### src/hdl/imm_pkg.sv
// Shared types, sizes and helpers for the integer matrix multiply block.
package imm_pkg;

  localparam int MAX_DIM    = 8;
  localparam int DATA_WIDTH = 32;
  localparam int CFG_W      = 4;
  localparam int DIM_W      = $clog2(MAX_DIM + 1);
  localparam int IDX_W      = $clog2(MAX_DIM);
  localparam int ADDR_W     = $clog2(MAX_DIM * MAX_DIM);
  localparam int CNT_W      = 8;
  localparam int CMDQ_DEPTH = 4;
  localparam int OUTQ_DEPTH = 2;
  localparam int APB_AW     = 4;
  localparam int APB_DW     = 32;

  typedef logic [CFG_W-1:0]      cfg_val_t;
  typedef logic [DIM_W-1:0]      dim_t;
  typedef logic [IDX_W-1:0]      idx_t;
  typedef logic [ADDR_W-1:0]     addr_t;
  typedef logic [CNT_W-1:0]      cnt_t;
  typedef logic [DATA_WIDTH-1:0] data_t;

  // Register indexes on the configuration port
  typedef enum logic [1:0] {
    REG_ROWS_A    = 2'd0,
    REG_INNER_DIM = 2'd1,
    REG_COLS_B    = 2'd2
  } reg_idx_t;

  // Configuration as seen by the front end
  typedef struct packed {
    cfg_val_t rows_a;
    cfg_val_t inner_dim;
    cfg_val_t cols_b;
  } cfg_t;

  // One classified item on its way to the back end
  typedef struct packed {
    logic  we;      // store the element
    logic  sel_b;   // element belongs to B
    addr_t addr;
    data_t data;
    logic  done;    // element completes B: run the product
    dim_t  m;
    dim_t  k;
    dim_t  n;
  } cmd_t;

  // One result element
  typedef struct packed {
    data_t value;
    idx_t  row;
    idx_t  col;
    logic  last;
  } result_t;

  // Clamp a register value into 1..MAX_DIM
  function automatic dim_t eff_dim(input cfg_val_t v);
    dim_t r;
    if (v == '0) begin
      r = dim_t'(1);
    end else if ({1'b0, v} > (CFG_W+1)'(MAX_DIM)) begin
      r = dim_t'(MAX_DIM);
    end else begin
      r = dim_t'(v);
    end
    return r;
  endfunction

endpackage

### src/hdl/imm_front.sv
// Front end: counts loaded elements and classifies each item into a store command.
module imm_front (
  input  logic            clk,
  input  logic            rst,
  input  imm_pkg::cfg_t   cfg,
  input  logic            push,
  input  imm_pkg::data_t  element,
  output logic            full,
  output logic            cmd_push,
  output imm_pkg::cmd_t   cmd,
  input  logic            cmd_full
);

  imm_pkg::dim_t m;
  imm_pkg::dim_t k;
  imm_pkg::dim_t n;
  imm_pkg::cnt_t size_a;
  imm_pkg::cnt_t total;
  imm_pkg::cnt_t off;
  imm_pkg::cnt_t load_count;
  imm_pkg::cnt_t load_count_next;
  logic          is_a;
  logic          done;

  // Effective dimensions, evaluated for every item
  assign m = imm_pkg::eff_dim(cfg.rows_a);
  assign k = imm_pkg::eff_dim(cfg.inner_dim);
  assign n = imm_pkg::eff_dim(cfg.cols_b);

  assign size_a = imm_pkg::cnt_t'(m) * imm_pkg::cnt_t'(k);
  assign total  = size_a + imm_pkg::cnt_t'(k) * imm_pkg::cnt_t'(n);

  // Classify: A or B, store offset, completion
  assign is_a = load_count < size_a;
  assign off  = load_count - size_a;
  assign done = !({1'b0, load_count} + 9'd1 < {1'b0, total});

  assign load_count_next = done ? '0 : load_count + imm_pkg::cnt_t'(1);

  assign full     = cmd_full;
  assign cmd_push = push && !cmd_full;

  always_comb begin
    cmd.we    = is_a || (off < imm_pkg::cnt_t'(imm_pkg::MAX_DIM * imm_pkg::MAX_DIM));
    cmd.sel_b = !is_a;
    cmd.addr  = is_a ? load_count[imm_pkg::ADDR_W-1:0] : off[imm_pkg::ADDR_W-1:0];
    cmd.data  = element;
    cmd.done  = done;
    cmd.m     = m;
    cmd.k     = k;
    cmd.n     = n;
  end

  // Advance the load count on each accepted item
  always_ff @(posedge clk) begin
    if (rst) begin
      load_count <= '0;
    end else if (cmd_push) begin
      load_count <= load_count_next;
    end
  end

endmodule

### src/hdl/imm_cmdq.sv
// Command queue between the front end and the compute back end.
module imm_cmdq (
  input  logic          clk,
  input  logic          rst,
  input  logic          push,
  input  imm_pkg::cmd_t wr,
  output logic          full,
  input  logic          pop,
  output imm_pkg::cmd_t rd,
  output logic          empty
);

  localparam int PtrW = $clog2(imm_pkg::CMDQ_DEPTH);

  imm_pkg::cmd_t   q [imm_pkg::CMDQ_DEPTH];
  logic [PtrW-1:0] wr_ptr;
  logic [PtrW-1:0] rd_ptr;
  logic [PtrW:0]   count;

  assign full  = count == (PtrW+1)'(imm_pkg::CMDQ_DEPTH);
  assign empty = count == '0;
  assign rd    = q[rd_ptr];

  // Store pushed commands
  always_ff @(posedge clk) begin
    if (push && !full) begin
      q[wr_ptr] <= wr;
    end
  end

  // Move pointers and occupancy
  always_ff @(posedge clk) begin
    if (rst) begin
      wr_ptr <= '0;
      rd_ptr <= '0;
      count  <= '0;
    end else begin
      if (push && !full) begin
        wr_ptr <= wr_ptr + PtrW'(1);
      end
      if (pop && !empty) begin
        rd_ptr <= rd_ptr + PtrW'(1);
      end
      case ({push && !full, pop && !empty})
        2'b10:   count <= count + (PtrW+1)'(1);
        2'b01:   count <= count - (PtrW+1)'(1);
        default: count <= count;
      endcase
    end
  end

endmodule

### src/hdl/imm_back.sv
// Back end: matrix stores, multiply-accumulate pipeline and result queue.
module imm_back (
  input  logic             clk,
  input  logic             rst,
  input  logic             cmd_empty,
  input  imm_pkg::cmd_t    cmd,
  output logic             cmd_pop,
  output logic             busy,
  input  logic             pop,
  output logic             empty,
  output imm_pkg::result_t res
);

  typedef enum logic [3:0] {
    S_IDLE  = 4'b0001,
    S_ISSUE = 4'b0010,
    S_DRAIN = 4'b0100,
    S_EMIT  = 4'b1000
  } state_t;

  localparam int Depth = imm_pkg::MAX_DIM * imm_pkg::MAX_DIM;
  localparam int OutW  = $clog2(imm_pkg::OUTQ_DEPTH);

  state_t         state;
  imm_pkg::data_t store_a [Depth];
  imm_pkg::data_t store_b [Depth];
  imm_pkg::dim_t  m;
  imm_pkg::dim_t  k;
  imm_pkg::dim_t  n;
  imm_pkg::idx_t  i;
  imm_pkg::idx_t  j;
  imm_pkg::idx_t  t;
  logic           i_last;
  logic           j_last;
  logic           t_last;
  imm_pkg::addr_t a_addr;
  imm_pkg::addr_t b_addr;
  imm_pkg::data_t ra;
  imm_pkg::data_t rb;
  imm_pkg::data_t prod;
  imm_pkg::data_t acc;
  logic           v1;
  logic           l1;
  logic           v2;
  logic           l2;
  logic           issue;

  imm_pkg::result_t outq [imm_pkg::OUTQ_DEPTH];
  logic [OutW-1:0]  out_wr;
  logic [OutW-1:0]  out_rd;
  logic [OutW:0]    out_count;
  logic             out_push;
  logic             out_pop;

  assign busy    = state != S_IDLE;
  assign cmd_pop = (state == S_IDLE) && !cmd_empty;
  assign issue   = state == S_ISSUE;

  assign i_last = (imm_pkg::dim_t'(i) + imm_pkg::dim_t'(1)) == m;
  assign j_last = (imm_pkg::dim_t'(j) + imm_pkg::dim_t'(1)) == n;
  assign t_last = (imm_pkg::dim_t'(t) + imm_pkg::dim_t'(1)) == k;

  // A is read along row i, B down column j
  assign a_addr = imm_pkg::addr_t'(i) * imm_pkg::addr_t'(k) + imm_pkg::addr_t'(t);
  assign b_addr = imm_pkg::addr_t'(t) * imm_pkg::addr_t'(n) + imm_pkg::addr_t'(j);

  // Write the stores from popped commands
  always_ff @(posedge clk) begin
    if (cmd_pop && cmd.we) begin
      if (cmd.sel_b) begin
        store_b[cmd.addr] <= cmd.data;
      end else begin
        store_a[cmd.addr] <= cmd.data;
      end
    end
  end

  // Read both stores for one term of the dot product
  always_ff @(posedge clk) begin
    if (issue) begin
      ra <= store_a[a_addr];
      rb <= store_b[b_addr];
    end
  end

  // Multiply the operands read last cycle
  always_ff @(posedge clk) begin
    prod <= ra * rb;
  end

  // Track term valid and end-of-dot-product tags down the pipeline
  always_ff @(posedge clk) begin
    if (rst) begin
      v1 <= 1'b0;
      l1 <= 1'b0;
      v2 <= 1'b0;
      l2 <= 1'b0;
    end else begin
      v1 <= issue;
      l1 <= issue && t_last;
      v2 <= v1;
      l2 <= l1;
    end
  end

  assign out_push = (state == S_EMIT) && (out_count != (OutW+1)'(imm_pkg::OUTQ_DEPTH));
  assign out_pop  = pop && !empty;

  // Sequence the product: issue terms, drain, emit one result
  always_ff @(posedge clk) begin
    if (rst) begin
      state <= S_IDLE;
    end else begin
      case (state)
        S_IDLE: begin
          if (cmd_pop && cmd.done) begin
            m     <= cmd.m;
            k     <= cmd.k;
            n     <= cmd.n;
            i     <= '0;
            j     <= '0;
            t     <= '0;
            acc   <= '0;
            state <= S_ISSUE;
          end
        end
        S_ISSUE: begin
          if (t_last) begin
            t     <= '0;
            state <= S_DRAIN;
          end else begin
            t <= t + imm_pkg::idx_t'(1);
          end
          if (v2) begin
            acc <= acc + prod;
          end
        end
        S_DRAIN: begin
          if (v2) begin
            acc <= acc + prod;
          end
          if (v2 && l2) begin
            state <= S_EMIT;
          end
        end
        S_EMIT: begin
          if (out_push) begin
            acc <= '0;
            if (j_last) begin
              j <= '0;
              if (i_last) begin
                state <= S_IDLE;
              end else begin
                i     <= i + imm_pkg::idx_t'(1);
                state <= S_ISSUE;
              end
            end else begin
              j     <= j + imm_pkg::idx_t'(1);
              state <= S_ISSUE;
            end
          end
        end
        default: state <= S_IDLE;
      endcase
    end
  end

  // Hold finished results until taken
  always_ff @(posedge clk) begin
    if (out_push) begin
      outq[out_wr] <= '{value: acc, row: i, col: j, last: i_last && j_last};
    end
  end

  always_ff @(posedge clk) begin
    if (rst) begin
      out_wr    <= '0;
      out_rd    <= '0;
      out_count <= '0;
    end else begin
      if (out_push) begin
        out_wr <= out_wr + OutW'(1);
      end
      if (out_pop) begin
        out_rd <= out_rd + OutW'(1);
      end
      case ({out_push, out_pop})
        2'b10:   out_count <= out_count + (OutW+1)'(1);
        2'b01:   out_count <= out_count - (OutW+1)'(1);
        default: out_count <= out_count;
      endcase
    end
  end

  assign empty = out_count == '0;
  assign res   = outq[out_rd];

endmodule

### src/hdl/integer_matrix_multiply_top.sv
// Top level of the integer matrix multiply block: configuration registers and wiring.
//
//   channel   direction  handshake            payload
//   config    in/out     psel/penable/pready  paddr, pwdata, prdata
//   element   in         push / full          element
//   result    out        pop / empty          product_value, out_row, out_col, last_of_matrix
//
// Each load item is taken in the cycle it is pushed; full rises only when the four-entry
// command queue backs up behind a running product.
// The item that completes B starts rows_a * cols_b results, each passing through
// the shared multiply-accumulate pipeline (one store read per term, one multiply,
// one accumulate, one emit).
// A two-entry result queue lets the pipeline run ahead of pop.
// rst is synchronous; it clears the load count and queues and sets each dimension to 8.
module integer_matrix_multiply_top (
  input  logic                                clk,
  input  logic                                rst,
  input  logic                                psel,
  input  logic                                penable,
  input  logic                                pwrite,
  input  logic [imm_pkg::APB_AW-1:0]          paddr,
  input  logic [imm_pkg::APB_DW-1:0]          pwdata,
  output logic [imm_pkg::APB_DW-1:0]          prdata,
  output logic                                pready,
  input  logic                                push,
  input  logic signed [imm_pkg::DATA_WIDTH-1:0] element,
  output logic                                full,
  input  logic                                pop,
  output logic                                empty,
  output logic signed [imm_pkg::DATA_WIDTH-1:0] product_value,
  output logic [imm_pkg::IDX_W-1:0]           out_row,
  output logic [imm_pkg::IDX_W-1:0]           out_col,
  output logic                                last_of_matrix
);

  imm_pkg::cfg_t     cfg;
  imm_pkg::reg_idx_t reg_idx;
  logic              cfg_wr;
  logic              cmd_push;
  logic              cmd_pop;
  logic              cmd_full;
  logic              cmd_empty;
  imm_pkg::cmd_t     cmd_wr;
  imm_pkg::cmd_t     cmd_rd;
  logic              back_busy;
  imm_pkg::result_t  res;

  assign pready  = 1'b1;
  assign reg_idx = imm_pkg::reg_idx_t'(paddr[3:2]);
  assign cfg_wr  = psel && penable && pwrite && pready;

  // Write the dimension registers
  always_ff @(posedge clk) begin
    if (rst) begin
      cfg.rows_a    <= imm_pkg::cfg_val_t'(imm_pkg::MAX_DIM);
      cfg.inner_dim <= imm_pkg::cfg_val_t'(imm_pkg::MAX_DIM);
      cfg.cols_b    <= imm_pkg::cfg_val_t'(imm_pkg::MAX_DIM);
    end else if (cfg_wr) begin
      case (reg_idx)
        imm_pkg::REG_ROWS_A:    cfg.rows_a    <= pwdata[imm_pkg::CFG_W-1:0];
        imm_pkg::REG_INNER_DIM: cfg.inner_dim <= pwdata[imm_pkg::CFG_W-1:0];
        imm_pkg::REG_COLS_B:    cfg.cols_b    <= pwdata[imm_pkg::CFG_W-1:0];
        default:                cfg           <= cfg;
      endcase
    end
  end

  // Read back the dimension registers
  always_comb begin
    case (reg_idx)
      imm_pkg::REG_ROWS_A:    prdata = imm_pkg::APB_DW'(cfg.rows_a);
      imm_pkg::REG_INNER_DIM: prdata = imm_pkg::APB_DW'(cfg.inner_dim);
      imm_pkg::REG_COLS_B:    prdata = imm_pkg::APB_DW'(cfg.cols_b);
      default:                prdata = '0;
    endcase
  end

  imm_front u_front (
    .clk      (clk),
    .rst      (rst),
    .cfg      (cfg),
    .push     (push),
    .element  (element),
    .full     (full),
    .cmd_push (cmd_push),
    .cmd      (cmd_wr),
    .cmd_full (cmd_full)
  );

  imm_cmdq u_cmdq (
    .clk   (clk),
    .rst   (rst),
    .push  (cmd_push),
    .wr    (cmd_wr),
    .full  (cmd_full),
    .pop   (cmd_pop),
    .rd    (cmd_rd),
    .empty (cmd_empty)
  );

  imm_back u_back (
    .clk       (clk),
    .rst       (rst),
    .cmd_empty (cmd_empty),
    .cmd       (cmd_rd),
    .cmd_pop   (cmd_pop),
    .busy      (back_busy),
    .pop       (pop),
    .empty     (empty),
    .res       (res)
  );

  assign product_value  = res.value;
  assign out_row        = res.row;
  assign out_col        = res.col;
  assign last_of_matrix = res.last;

  // Reset leaves no result waiting and room for items
  a_reset_clean: assert property (@(posedge clk) rst |=> empty && !full)
    else $error("queues not clear after reset");

  // The back end takes commands only when some are queued
  a_pop_nonempty: assert property (@(posedge clk) disable iff (rst)
    cmd_pop |-> !cmd_empty)
    else $error("command popped from empty queue");

  // A completing command starts the product
  a_done_starts: assert property (@(posedge clk) disable iff (rst)
    cmd_pop && cmd_rd.done |=> back_busy)
    else $error("product did not start after completing item");

endmodule
### config.mk
export PLATFORM = sky130hd
export DESIGN_NAME = integer_matrix_multiply_top
export DESIGN_NICKNAME = d
export VERILOG_FILES = /design/src/hdl/imm_pkg.sv /design/src/hdl/imm_front.sv /design/src/hdl/imm_cmdq.sv /design/src/hdl/imm_back.sv /design/src/hdl/integer_matrix_multiply_top.sv
export SDC_FILE = /design/constraint.sdc
export NUM_CORES = 2
export LEC_CHECK = 0
export BUFFER_PORTS_ARGS = -buffer_cell sky130_fd_sc_hd__clkbuf_2
export CORE_UTILIZATION = 40
export CTS_BUF_LIST = sky130_fd_sc_hd__clkbuf_16
export DETAILED_ROUTE_END_ITERATION = 10
export PLACE_DENSITY = 0.63
export SLEW_MARGIN = 20
export SYNTH_ARGS = -nofsm -noshare
export SYNTH_HDL_FRONTEND = slang
export SYNTH_MEMORY_MAX_BITS = 65536
export SYNTH_SLANG_ARGS = --single-unit
### constraint.sdc
create_clock -name clk -period 12.5 [get_ports clk]
set_input_delay 2.5 -clock clk [delete_from_list [all_inputs] [get_ports clk]]
set_output_delay 2.5 -clock clk [all_outputs]
set_load 0.005 [all_outputs]
==> impl_metrics.py <==
metrics = {
    "clocking": {
        "post_cts_resized": 0,
        "clk_latency_ps": 1060,
        "cts_buffer_depth": 4,
        "hold_buffers": 0,
        "cts_sinks": 4577,
        "cts_buffers": 454,
        "htree_levels": 5,
        "path_clk_slew_ps": 60,
        "cts_setup_buffers": 0,
        "root_buffer": "clkbuf_16",
        "cts_tree": "done",
    },
    "yosys": {
        "yosys_most_used_dff": "edfxtp_1",
        "yosysTopAreaCellShare_pct": 70.2,
        "synth-async-reset-ratio_pct": 0,
        "yosys_register_bits": 4577,
        "ys_seq_area_share_pct": 71.0,
        "synthDistinctLibCells": 65,
        "syn_avg_cell_area_um2": 21.0,
        "syn-instance-count": 9155,
        "synthTopCellsByArea": "edfxtp_1 70%, mux4_2 16%, fa_1 4.5%",
        "synth_area_mm2": 0.193,
        "synth_top_area_cell": "edfxtp_1",
        "synth_warnings": 0,
        "synth_edf_count": 4503,
    },
    "worst_setup_path": {
        "cp_slowest_cell": "edfxtp_1",
        "slowest_delay_ps": 1040,
        "crit_required_ps": 13280,
        "path_class": "reg -> reg",
        "cp_max_fo": 22,
        "critPathArrivalTime_ps": 8300,
        "cp_common_cell": "fa_1",
        "path_cells": "and2_1, fa_1, fa_1, fa_1, inv_1, fa_1, inv_1, fa_1, inv_1, fa_1, inv_1, fa_1, fa_1, ha_1, o211ai_1, nand2_1, a311oi_1, nand2_1, o21ai_0, o21ai_0, xnor2_1",
        "cp-start-kind": "flop",
        "endpoint_kind": "flop",
        "critical_path_buf_inv_count": 4,
        "cp_top_family": "adder cells",
    },
    "timing": {
        "fin_skew_ps": 149,
        "min_period_over_period_pct": 60.2,
        "rsz0062_at_grt": "false",
        "whs_ps": 498,
        "drv_slew": 0,
        "layout_min_cycle_time_ps": 7520,
        "clock.fmax_mhz": 133,
        "maxSlewHeadroom_pct": 16.5,
        "worstMarginPinSlew_ps": 1250,
        "setup_tns_ps": 0,
        "setup_viol": 0,
        "hold_viol": 0,
    },
    "global_routing": {
        "grt.total_usage_pct": 19.7,
        "grt_max_degree": 140,
        "grt_first_pass_wirelength_mm": 687,
        "antenna_found_initial": 32,
        "grt_pass1_vias": 96151,
        "grt_overflow": 0,
    },
    "cells_and_area": {
        "nets": 10250,
        "mostFrequentLayoutCell": "edfxtp_1",
        "syn2layout_area_growth_pct": 12.6,
        "fillers": 39593,
        "layout-drive-gt1-share_pct": 26.2,
        "final_cell_mix": "4503 x edfxtp_1, 1351 x mux4_2, 554 x inv_1",
    },
    "route": {
        "drtAntennaViolNets": 0,
        "routedWlPerCell_um": 29.5,
        "first_pass_iters": 8,
        "drc": 0,
        "viasPerCell": 5.68,
        "dr_total_vias": 92676,
        "drt_iter0_drc": 10816,
        "wirelength_mm": 481,
    },
    "placed_design": {
        "gp_congestion": 0.808,
        "dp.final_hpwl_mm": 271,
        "numPortBuffers": 89,
    },
    "floorplan": {
        "io_pins": 149,
        "core_mm2": 0.479,
        "rows": 254,
        "fp.dieH_um": 696,
        "start_util_pct": 40.2,
        "die_area_mm2": 0.484,
        "die_w_um": 696,
    },
    "min_path": {
        "worstHoldPathType": "reg -> reg",
    },
    "status": {
        "status": "finished clean",
    },
    "run": {
        "drv_cap": 0,
    },
}
[synth_stat cells (9+ instances only)]
cell type and count:
inv_1 462, mux2i_1 29, o21a_1 11, or3_1 9
dfxtp_1 74, nor2_1 252, nand2b_1 23, a21oi_1 69
and2_1 328, a21o_1 36, a211oi_1 15, mux2_2 52
clkbuf_1 278, o211ai_1 9, buf_1 28, edfxtp_1 4503
xnor2_1 96, nand2_1 351, a21boi_0 9, buf_2 111
o21ai_0 60, and3_1 16, nor3_1 30, fa_1 432
mux4_2 1383, nor3b_1 13, xor2_1 50, nor2b_1 27
ha_1 226, buf_6 10, nand3_1 30, nand4_1 9
buf_4 40
[cell type report]
class | count | area (µm²) | area share (%)
inverter | 462 | 1740 | 0.800
sequential | 4577 | 137000 | 63.0
antenna | 19 | 47.5 | 0.0219
timing repair buffer | 346 | 2580 | 1.19
clock inverter | 377 | 2950 | 1.36
clock buffer | 460 | 11500 | 5.31
tap | 6400 | 8010 | 3.69
multi-input combinational | 3676 | 53300 | 24.6
[metrics by stage]
stage,instance area (µm²),setup slack [ps],utilization (%),instances
6_report,217000,4980,45.3,16317
5_1_grt,217000,4700,45.3,16301
4_1_cts,217000,4890,45.3,16296
3_5_place_dp,202000,4920,42.2,15459
3_3_place_gp,202000,4960,42.2,15459
2_1_floorplan,193000,5980,-,9182
[metal layers]
layer / GRT usage (%) / vias to the layer above / wire length, µm
li1: - / 37393 / -
met1: 27.3 / 50565 / 192000
met2: 32.3 / 4024 / 234000
met3: 3.40 / 686 / 40400
met4: 5.64 / 8 / 14300
met5: 0 / - / 49
[cells by family after synthesis]
logic type	after synthesis	synth area share, %
mux	1464	16.6
buf+inv	929	2.00
other cells	2	0.00390
xor+xnor	147	0.673
flops	4577	71.0
simple gates	1117	2.84
fa+ha+maj	658	5.96
compound gates	261	0.883
[worst reg2reg max path: cells and delay by family (launching register included)]
family          cells  cell delay, ps
fa+ha+maj           9            4190
compound gates      4            1180
flops               1            1040
simple gates        3             590
buf+inv             4             220
xor+xnor            1             160
[state kept, by name (all words and copies together) (netlist names), 4 cells and up, named ones only]
name and cells:
u_back.rb 32, u_back.n 4, u_back.state 4, u_back.ra 32, u_front.load_count 8, u_cmdq.q 212
u_back.acc 32, u_back.outq 78, u_back.store_b 2048, cfg 12, u_back.store_a 2048, u_back.prod 32
u_back.m 4, u_back.k 4
[path summary, 6_finish.rpt]
kind | startpoint | end | slack [ps] | depth (start not counted)
max | u_back.ra[10] | u_back.prod[31] | 4980 | 21
min | u_back.l1 | u_back.l2 | 500 | 1
max reg2reg | u_back.ra[10] | u_back.prod[31] | 4980 | 21
min reg2reg | u_back.l1 | u_back.l2 | 500 | 1
Power is left out: the tool's default activity adds up to more than one toggle a clock period on the data nets, which glitch-free logic cannot reach.
